==> config.mk <==
export PLATFORM = sky130hd
export DESIGN_NAME = comment_stripping_line_splitter
export DESIGN_NICKNAME = d
export VERILOG_FILES = /design/src/csls_pkg.sv /design/src/csls_core.sv /design/src/csls_out_buf.sv /design/src/comment_stripping_line_splitter.sv
export SDC_FILE = /design/constraint.sdc
export NUM_CORES = 1
export LEC_CHECK = 0
export ABC_AREA = 1
export BUFFER_PORTS_ARGS = -buffer_cell sky130_fd_sc_hd__buf_4
export CORE_UTILIZATION = 55
export CTS_BUF_LIST = sky130_fd_sc_hd__clkbuf_16
export DETAILED_ROUTE_END_ITERATION = 8
export GPL_TIMING_DRIVEN = 0
export PLACE_DENSITY = 0.83
export SETUP_SLACK_MARGIN = 0.3
export SLEW_MARGIN = 10
export SYNTH_ARGS = -nofsm -noshare
export SYNTH_HDL_FRONTEND = slang
export SYNTH_SLANG_ARGS = --single-unit
==> constraint.sdc <==
create_clock -name clk_i -period 9.7 [get_ports clk_i]
set_input_delay 2.425 -clock clk_i [delete_from_list [all_inputs] [get_ports clk_i]]
set_output_delay 2.425 -clock clk_i [all_outputs]
set_load 0.02 [all_outputs]
==> src/csls_pkg.sv <==
package csls_pkg;

  localparam int unsigned FieldBits = 20;

  localparam logic [7:0] ChLineFeed = 8'd10;
  localparam logic [7:0] ChSlash    = 8'd47;
  localparam logic [7:0] ChStar     = 8'd42;

  typedef enum logic [1:0] {
    KIND_NONE  = 2'd0,
    KIND_SLASH = 2'd1,
    KIND_STAR  = 2'd2,
    KIND_OTHER = 2'd3
  } char_kind_e;

  typedef struct packed {
    logic                 last;
    logic [FieldBits-1:0] line;
    logic [FieldBits-1:0] length;
    logic [FieldBits-1:0] start;
  } seg_t;

  // Segments produced by one source byte, packed from slot 0 up.
  typedef struct packed {
    logic [1:0] cnt;
    seg_t       seg0;
    seg_t       seg1;
  } push_t;

endpackage

==> src/csls_core.sv <==
module csls_core import csls_pkg::*; #(
  parameter int unsigned OFFSET_BITS = 20
) (
  input  logic       clk_i,
  input  logic       rst_ni,
  input  logic       valid_i,
  input  logic [7:0] byte_i,
  input  logic       eos_i,
  output push_t      push_o
);

  localparam logic [OFFSET_BITS-1:0] MaxVal = '1;

  typedef logic [OFFSET_BITS-1:0] ofs_t;

  ofs_t       offset_q, offset_d;
  ofs_t       line_q, line_d;
  ofs_t       begin_q, begin_d;
  ofs_t       end_q, end_d;
  logic       in_block_q, in_block_d;
  logic       in_line_q, in_line_d;
  char_kind_e kind_q, kind_d;

  function automatic ofs_t sat_inc(input ofs_t v);
    return (v == MaxVal) ? MaxVal : v + ofs_t'(1);
  endfunction

  function automatic ofs_t sat_dec(input ofs_t v);
    return (v == '0) ? '0 : v - ofs_t'(1);
  endfunction

  function automatic logic [FieldBits-1:0] fld(input ofs_t v);
    logic [31:0] w;
    w = 32'(v);
    return w[FieldBits-1:0];
  endfunction

  function automatic seg_t make_seg(input ofs_t s, input ofs_t e, input ofs_t l);
    seg_t r;
    r.start  = fld(s);
    r.length = fld((e > s) ? e - s : '0);
    r.line   = fld(l);
    r.last   = 1'b0;
    return r;
  endfunction

  function automatic char_kind_e kind_of(input logic [7:0] c);
    if (c == ChSlash) return KIND_SLASH;
    if (c == ChStar) return KIND_STAR;
    return KIND_OTHER;
  endfunction

  always_comb begin
    logic  emit_a, emit_b;
    seg_t  seg_a, seg_b;
    ofs_t  p, p_inc;
    emit_a     = 1'b0;
    emit_b     = 1'b0;
    seg_a      = '0;
    seg_b      = '0;
    p          = offset_q;
    p_inc      = sat_inc(offset_q);
    line_d     = line_q;
    begin_d    = begin_q;
    end_d      = end_q;
    in_block_d = in_block_q;
    in_line_d  = in_line_q;
    kind_d     = kind_q;

    if (byte_i == ChLineFeed) begin
      emit_a    = !in_block_q;
      seg_a     = make_seg(begin_q, in_line_q ? end_q : p, line_q);
      begin_d   = p_inc;
      line_d    = sat_inc(line_q);
      kind_d    = KIND_NONE;
      in_line_d = 1'b0;
      emit_b    = eos_i && !in_block_q;
      seg_b     = make_seg(p_inc, p_inc, sat_inc(line_q));
    end else begin
      if (in_line_q) begin
        // The rest of the line is a comment.
      end else if (in_block_q) begin
        if (kind_q == KIND_STAR && byte_i == ChSlash) begin
          in_block_d = 1'b0;
          begin_d    = p_inc;
          kind_d     = KIND_NONE;
        end else begin
          kind_d = kind_of(byte_i);
        end
      end else if (kind_q == KIND_SLASH && byte_i == ChSlash) begin
        in_line_d = 1'b1;
        end_d     = sat_dec(p);
      end else if (kind_q == KIND_SLASH && byte_i == ChStar) begin
        emit_a     = 1'b1;
        seg_a      = make_seg(begin_q, sat_dec(p), line_q);
        in_block_d = 1'b1;
        kind_d     = KIND_NONE;
      end else begin
        kind_d = kind_of(byte_i);
      end
      emit_b = eos_i && !in_block_d;
      seg_b  = make_seg(begin_d, in_line_d ? end_d : p_inc, line_q);
    end

    // The final segment of a source carries the last flag.
    seg_b.last = eos_i;
    if (!emit_b) begin
      seg_a.last = eos_i;
    end

    push_o = '0;
    if (valid_i) begin
      push_o.cnt = {1'b0, emit_a} + {1'b0, emit_b};
      if (emit_a) begin
        push_o.seg0 = seg_a;
        push_o.seg1 = seg_b;
      end else begin
        push_o.seg0 = seg_b;
      end
    end

    offset_d = p_inc;
    if (eos_i) begin
      offset_d   = '0;
      line_d     = '0;
      begin_d    = '0;
      end_d      = '0;
      in_block_d = 1'b0;
      in_line_d  = 1'b0;
      kind_d     = KIND_NONE;
    end
  end

  always_ff @(posedge clk_i or negedge rst_ni) begin
    if (!rst_ni) begin
      offset_q   <= '0;
      line_q     <= '0;
      begin_q    <= '0;
      end_q      <= '0;
      in_block_q <= 1'b0;
      in_line_q  <= 1'b0;
      kind_q     <= KIND_NONE;
    end else if (valid_i) begin
      offset_q   <= offset_d;
      line_q     <= line_d;
      begin_q    <= begin_d;
      end_q      <= end_d;
      in_block_q <= in_block_d;
      in_line_q  <= in_line_d;
      kind_q     <= kind_d;
    end
  end

endmodule

==> src/csls_out_buf.sv <==
module csls_out_buf import csls_pkg::*; (
  input  logic  clk_i,
  input  logic  rst_ni,
  input  push_t push_i,
  input  logic  pop_i,
  output logic  room_o,
  output logic  valid_o,
  output seg_t  head_o
);

  localparam int unsigned Depth = 3;

  seg_t       slot_q [Depth];
  seg_t       slot_d [Depth];
  logic [1:0] count_q, count_d;

  always_comb begin
    seg_t       sh [Depth];
    logic [1:0] cnt_p;
    cnt_p = count_q - {1'b0, pop_i};
    for (int i = 0; i < Depth; i++) begin
      if (pop_i && i < Depth - 1) begin
        sh[i] = slot_q[i+1];
      end else begin
        sh[i] = slot_q[i];
      end
    end
    for (int i = 0; i < Depth; i++) begin
      slot_d[i] = sh[i];
      if (push_i.cnt != 2'd0 && 2'(i) == cnt_p) begin
        slot_d[i] = push_i.seg0;
      end
      if (push_i.cnt == 2'd2 && 2'(i) == cnt_p + 2'd1) begin
        slot_d[i] = push_i.seg1;
      end
    end
    count_d = cnt_p + push_i.cnt;
  end

  always_ff @(posedge clk_i or negedge rst_ni) begin
    if (!rst_ni) begin
      count_q <= '0;
    end else begin
      count_q <= count_d;
    end
  end

  always_ff @(posedge clk_i) begin
    for (int i = 0; i < Depth; i++) begin
      slot_q[i] <= slot_d[i];
    end
  end

  // Room for the two segments a single byte can produce.
  assign room_o  = (count_q <= 2'd1);
  assign valid_o = (count_q != 2'd0);
  assign head_o  = slot_q[0];

endmodule

==> src/comment_stripping_line_splitter.sv <==
// Splits a C-style source text, one byte per beat, into line segments with the
// comments removed. Each output beat gives the start offset, length and line
// number of one kept piece of code; tlast marks the final segment of a source,
// and the beat after an input tlast starts a new source at offset zero. One
// input byte is taken per cycle when the sink keeps up: a byte passes an input
// register, the combinational scanning logic and a three-entry result queue.
// A byte can yield two segments (a line feed ending the source), so the input
// pauses while the queue holds two or more.
module comment_stripping_line_splitter import csls_pkg::*; #(
  parameter int unsigned OFFSET_BITS = 20
) (
  input  logic        clk_i,
  input  logic        rst_ni,
  input  logic        s_axis_tvalid,
  output logic        s_axis_tready,
  input  logic [7:0]  s_axis_tdata,  // source_byte
  input  logic        s_axis_tlast,  // end_of_source
  output logic        m_axis_tvalid,
  input  logic        m_axis_tready,
  output logic [63:0] m_axis_tdata,  // segment_start, segment_length, line_index, 4'b0
  output logic        m_axis_tlast   // last_segment
);

  logic       in_valid_q;
  logic [7:0] in_byte_q;
  logic       in_eos_q;
  logic       room;
  logic       advance;
  push_t      push;
  seg_t       head;

  assign advance       = in_valid_q && room;
  assign s_axis_tready = !in_valid_q || advance;

  always_ff @(posedge clk_i or negedge rst_ni) begin
    if (!rst_ni) begin
      in_valid_q <= 1'b0;
    end else if (s_axis_tready) begin
      in_valid_q <= s_axis_tvalid;
    end
  end

  always_ff @(posedge clk_i) begin
    if (s_axis_tready && s_axis_tvalid) begin
      in_byte_q <= s_axis_tdata;
      in_eos_q  <= s_axis_tlast;
    end
  end

  csls_core #(
    .OFFSET_BITS(OFFSET_BITS)
  ) u_core (
    .clk_i  (clk_i),
    .rst_ni (rst_ni),
    .valid_i(advance),
    .byte_i (in_byte_q),
    .eos_i  (in_eos_q),
    .push_o (push)
  );

  csls_out_buf u_out_buf (
    .clk_i  (clk_i),
    .rst_ni (rst_ni),
    .push_i (push),
    .pop_i  (m_axis_tvalid && m_axis_tready),
    .room_o (room),
    .valid_o(m_axis_tvalid),
    .head_o (head)
  );

  assign m_axis_tdata = {4'b0, head.line, head.length, head.start};
  assign m_axis_tlast = head.last;

endmodule

; After elaboration in Yosys (flattened, before gate mapping)
; Memories as Yosys holds them, arrays and structs flattened.
; Index checks and enable logic that the tools add are counted.
[word_totals]
mem_count = 1
wordCells = 165
ramBits = 183
out_inout_bits = 67
regBits = 96
input_bits = 13
[classes]
mux = 95
n_reduce_logical = 27
n_lt_le_gt_ge = 5
eq_ne = 15
addsub = 11
[mem_list]
columns = memory, words, width, read_ports, rd_clocked_by_memory_dff, wr, line
row1 = u_out_buf.slot_q, 3, 61, 3, 0, 3, csls_out_buf.sv:13  ; seg_t slot_q [Depth];
[ops]
columns = operator, n
row1 = $mux W61, 14
row2 = $mux W20, 24
row3 = $mux W124, 1
row4 = $mux W60, 2
row5 = $gt A20 B20 Y1, 4
row6 = $sub A20 B20 Y20, 4
row7 = $mux W1, 41
row8 = $add A20 B1 Y20 const B, 2
row9 = $eq A20 B20 Y1 const B, 2
row10 = $mux W2, 13
row11 = $logic_not A20 Y1, 1
row12 = $sub A20 B1 Y20 const B, 1
row13 = $eq A8 B6 Y1 const B, 2
row14 = $logic_and A1 B1 Y1, 14
row15 = $eq A8 B4 Y1 const B, 1
row16 = $reduce_bool A2 Y1, 3
row17 = $eq A1 B2 Y1 const A, 2
row18 = $eq A2 B2 Y1 const A, 2
row19 = $eq A2 B2 Y1 const B, 2
row20 = $logic_not A2 Y1, 2
row21 = $ne A4 B2 Y1 const B, 1
row22 = $reduce_and A2 Y1, 2
row23 = $logic_not A1 Y1, 3
row24 = $ne A3 B3 Y1 const B, 1
row25 = 9 further kinds, 9

; Longest topological paths before layout
[logic_depth]
depth_word = 21
ltp_mapped = 31
depth_no_buf = 30

; Modules after synthesis
; From an unflattened synthesis, not the netlist that was laid out.
[hier_totals]
hier_cells = 3184
hier_area_um2 = 21952.3
[modules_own_cells]
columns = module, n_inst, cells_per_inst, area_per_inst_um2
row1 = csls_core, 1, 2008, 11537.3
row2 = csls_out_buf, 1, 1152, 10050.9
row3 = comment_stripping_line_splitter, 1, 24, 364.1

; Worst setup path before layout
; OpenSTA, ideal clock, no wires.
[synth_timing]
path_kind = in2reg
from = input port m_axis_tready
to = memory u_out_buf.slot_q[0][122] (netlist bit), enable pin
path_buffers = 0
t_arrival_ns = 7.487
path_stages = 5
setup_slack_ns = 1.643
setup_ns = 0.570
required_ns = 9.130
cell_sequence = nand2_1 -> inv_1 -> ha_1 -> inv_1 -> o31ai_1
[synth_lines]
columns = item, line
row1 = start: declaration, comment_stripping_line_splitter.sv:19  ; input logic m_axis_tready,
row2 = end: declaration, csls_out_buf.sv:13

==> results by group <==
Status
  • Status: finished with violations
  • Failing checks: design-rule violations

Timing
  • Final setup skew: between 0.02 and 0.03 ns
  • Count of final max-slew check failures: 0
  • Final hold vios: 0
  • Worst slew pin tran: 1.148 ns
  • Slew headroom: 0.2263
  • Period utilisation layout: 0.5627
  • Setup_tns: 0 ns
  • RSZ-0062 raised after global routing: no
  • Final Setup Violations: 0
  • Slack of the critical path: 4.241 ns
  • Post-route minimum period: 5.459 ns
  • Max Freq: around 0.18 GHz

Place
  • Place WS: 3.818 ns
  • Port buffer count: 75
  • HPWL after DPL: roughly 60000 microns
  • Gpl congestion: 1.096

Die
  • I/O pin cnt: 80
  • Die Area: 39910 sq um
  • Cell row count: 72
  • Die Y: 199.8 microns
  • Initial Utilization: 0.5567
  • Core area: 38650 sq um
  • Die Width: 199.8 microns

Power and ir drop
  • Pint: 3.551 mW
  • Net Sw Frac: 0.4484
  • Combinational fraction of design power: 0.525
  • Sequential share of power: 0.276
  • Pwr Density: roughly 270 nW/um^2
  • Lkg Pwr: 11.09 nW
  • Switching Power: 2.887 mW
  • Peak supply drop: ~0.24 mV
  • Total power: 6.438 mW
  • Clock power share: 0.199

Critical path
  • R2R Setup Slk: between 4 and 5 ns
  • Startpoint types: input port
  • WP data required: 9.97 ns
  • Worst R2R End: u_out_buf.slot_q[0][159]
  • WP data arrival: about 5.7 ns
  • Setup CP Type: in -> reg
  • Kind of end point of the critical path: flop
  • Worst r2r path cells: 25
  • Max FO, Critical Path: 17
  • RR Startpoint: u_core.offset_q[0]

Clock tree
  • Post-CTS Setup Repair Bufs: 0
  • Post-CTS sizing: 0
  • CTS clk-pin slew, worst paths: 0.06 ns
  • Clock Tree Root: clkbuf_16
  • Clock buffer count from CTS: 34
  • Clk_lat worst skew: between 0.5 and 0.6 ns
  • TritonCTS clock tree: done
  • CTS Sinks: about 280
  • H-Tree Depth: 2
  • Hold_buf cts: 0
  • Clock Path Buffers: 3

Yosys
  • Synth cell types: between 40 and 50
  • Number of synthesized register bits: 279
  • Post-synth EDFFs: 192
  • Synth Flop Type: edfxtp_1
  • Mapped Cells: 3186
  • Mapped cell area: 21520 sq um
  • Synth async-reset ratio: 0.3118
  • Synth top area share: 0.2680
  • Yosys top cell by area: edfxtp_1
  • Mean Syn Cell Area: around 6.8 sq um
  • Largest cells by area after synthesis: edfxtp_1 27%, nand2_1 20%, dfrtp_1 10%
  • Syn. warnings: 0
  • Sequential fraction of the synthesis area: 0.3692

Detailed routing
  • Vias per cell: between 5 and 6
  • Drt pass-1 iters: 8
  • Iteration-0 DRC count of the detailed router: 3100
  • Routed WL: 75600 microns
  • DRC errors left: 2
  • Routed length per instance: around 20 microns
  • Routed Antenna Nets: 0
  • Via count: 22367

Global routing
  • All-Layer GR Usage: 0.3796
  • Grt met2 use: 0.5568
  • M1 GR Usage: 0.4994
  • Global route overflow: 0
  • Most used routing layer: met2
  • Grt met3 use: 0.1156
  • Initial antenna violation count: 1
  • Vias in the first global route: 19960
  • First-pass GRT wire length: 113400 microns
  • Pin count of the biggest net entering global routing: 88

Final layout
  • Final Net Count: 3387
  • Fillers: 3582
  • Layout cell share with drive strength beyond 1: 0.09135
  • Layout area overhead: 11.41%
  • Final design utilization: 0.6202

Hold path
  • Hold path cells: 2
  • Origin of the worst min-delay path: u_core.end_q[19]
  • Hold crit path type: reg -> reg
  • Hold worst-path end: u_core.end_q[19]

Job
  • Max Cap Violations: 0
routing by layer:
metal	share of wire	vias up
met1	0.39	9983
li1	-	10532
met4	0.062	0
met3	0.14	309
met5	0	-
met2	0.41	1543
sequential cells by signal, indices dropped and copies added, names as in the netlist, 2 cells and up:
register,flops
u_core.offset_q,20
u_out_buf.count_q,2
u_core.begin_q,20
u_out_buf.slot_q,183
u_core.end_q,20
u_core.line_q,20
in_byte_q,8
u_core.kind_q,2
power by group through the flow:
stage	Sequential, mW	Combinational [mW]	Clock, mW
2_1_floorplan	1.79	2.34	0
3_3_place_gp	1.81	3.20	0
3_5_place_dp	1.79	3.28	0
4_1_cts	1.77	3.29	1.28
5_1_grt	1.80	3.71	1.32
6_report	1.77	3.38	1.28
worst max path at each step:
stage | startpoint | to | cells after the start
2_1_floorplan | m_axis_tready | u_out_buf.slot_q[0][122] | 5
3_3_place_gp | m_axis_tready | u_out_buf.slot_q[0][124] | 6
3_5_place_dp | m_axis_tready | u_out_buf.slot_q[0][126] | 15
4_1_cts | m_axis_tready | u_out_buf.slot_q[0][124] | 15
5_1_grt | u_core.offset_q[0] | u_out_buf.slot_q[0][38] | 25
6_report | m_axis_tready | u_out_buf.slot_q[0][123] | 15
critical path, cell delays in order:
cell,delay (ns)
buf_4,0.10
nand2_1,0.28
inv_1,0.09
ha_1,0.21
xnor2_1,0.40
inv_2,0.08
nor2_1,0.10
inv_1,0.08
nor2_2,0.39
inv_2,0.21
clkbuf_1,0.45
o31ai_4,0.27
buf_8,0.24
buf_16,0.17
buf_8,0.19
metrics by stage:
| stage | cells | hold WS (ns) | cell area (sq um) |
|---|---|---|---|
| finish | 3847 | 0.5037 | 23970 |
| global route | 3846 | 0.5173 | 23970 |
| floorplan | 3189 | 0.4695 | 21530 |
| CTS | 3846 | 0.5075 | 23960 |
| global placement | 3782 | 0.4864 | 22740 |
| detailed placement | 3787 | 0.4947 | 22870 |
logic make-up (layout without fill, tap and decap cells):
kind of cell    after synthesis  in the layout  synth area share
buf+inv                     490            629            0.1015
flops                       279            279            0.3692
fa+ha+maj                    69             69           0.04117
xor+xnor                     58             58           0.02361
simple gates               1869           1869            0.3592
other cells                   1              5         0.0001743
compound gates              420            420            0.1052
final cells by class:
| type | count | area [sq um] | share of cell area |
|---|---|---|---|
| plain buffers | 197 | 1082 | 0.04515 |
| repair buffers | 80 | 663.1 | 0.02766 |
| inverters | 293 | 1101 | 0.04593 |
| diodes | 1 | 2.502 | 0.0001044 |
| flip-flops and latches | 279 | 7943 | 0.3313 |
| multi-input cells | 2420 | 11440 | 0.4772 |
| well taps | 518 | 648.1 | 0.02704 |
| clock buffers | 35 | 875.8 | 0.03654 |
| clock inverters | 24 | 215.2 | 0.008978 |
synthesized netlist by cell type, types with 5 or more instances:
library cell  number
nor2_2            16
nand2_1         1122
nor3_2            11
buf_4             71
nand3_1          217
buf_2             30
or2_2              5
a21oi_1           71
nand3b_1          15
nand4_1           27
inv_2             12
edfxtp_1         192
nand2_2            7
buf_6              5
inv_1            279
o22ai_1           55
o21ai_0          210
nor2_1           387
o21a_1             5
clkbuf_1          75
o211ai_1          14
a31oi_1           11
xor2_1            40
and2_1            10
xnor2_1           18
o21bai_1           8
o21ai_1           42
nor3_1            29
nand3_2            9
buf_1             15
dfrtp_1           87
ha_1              66
layout by cell type (no fill, tap or decap), types with 66 or more instances in the layout:
| master | count |
|---|---|
| inv_1 | 284 |
| nor2_1 | 387 |
| clkbuf_1 | 75 |
| o21ai_0 | 210 |
| buf_4 | 145 |
| nand3_1 | 215 |
| edfxtp_1 | 192 |
| dfrtp_1 | 87 |
| a21oi_1 | 71 |
| ha_1 | 66 |
| nand2_1 | 1122 |
Power figures use the tool's default switching activity.
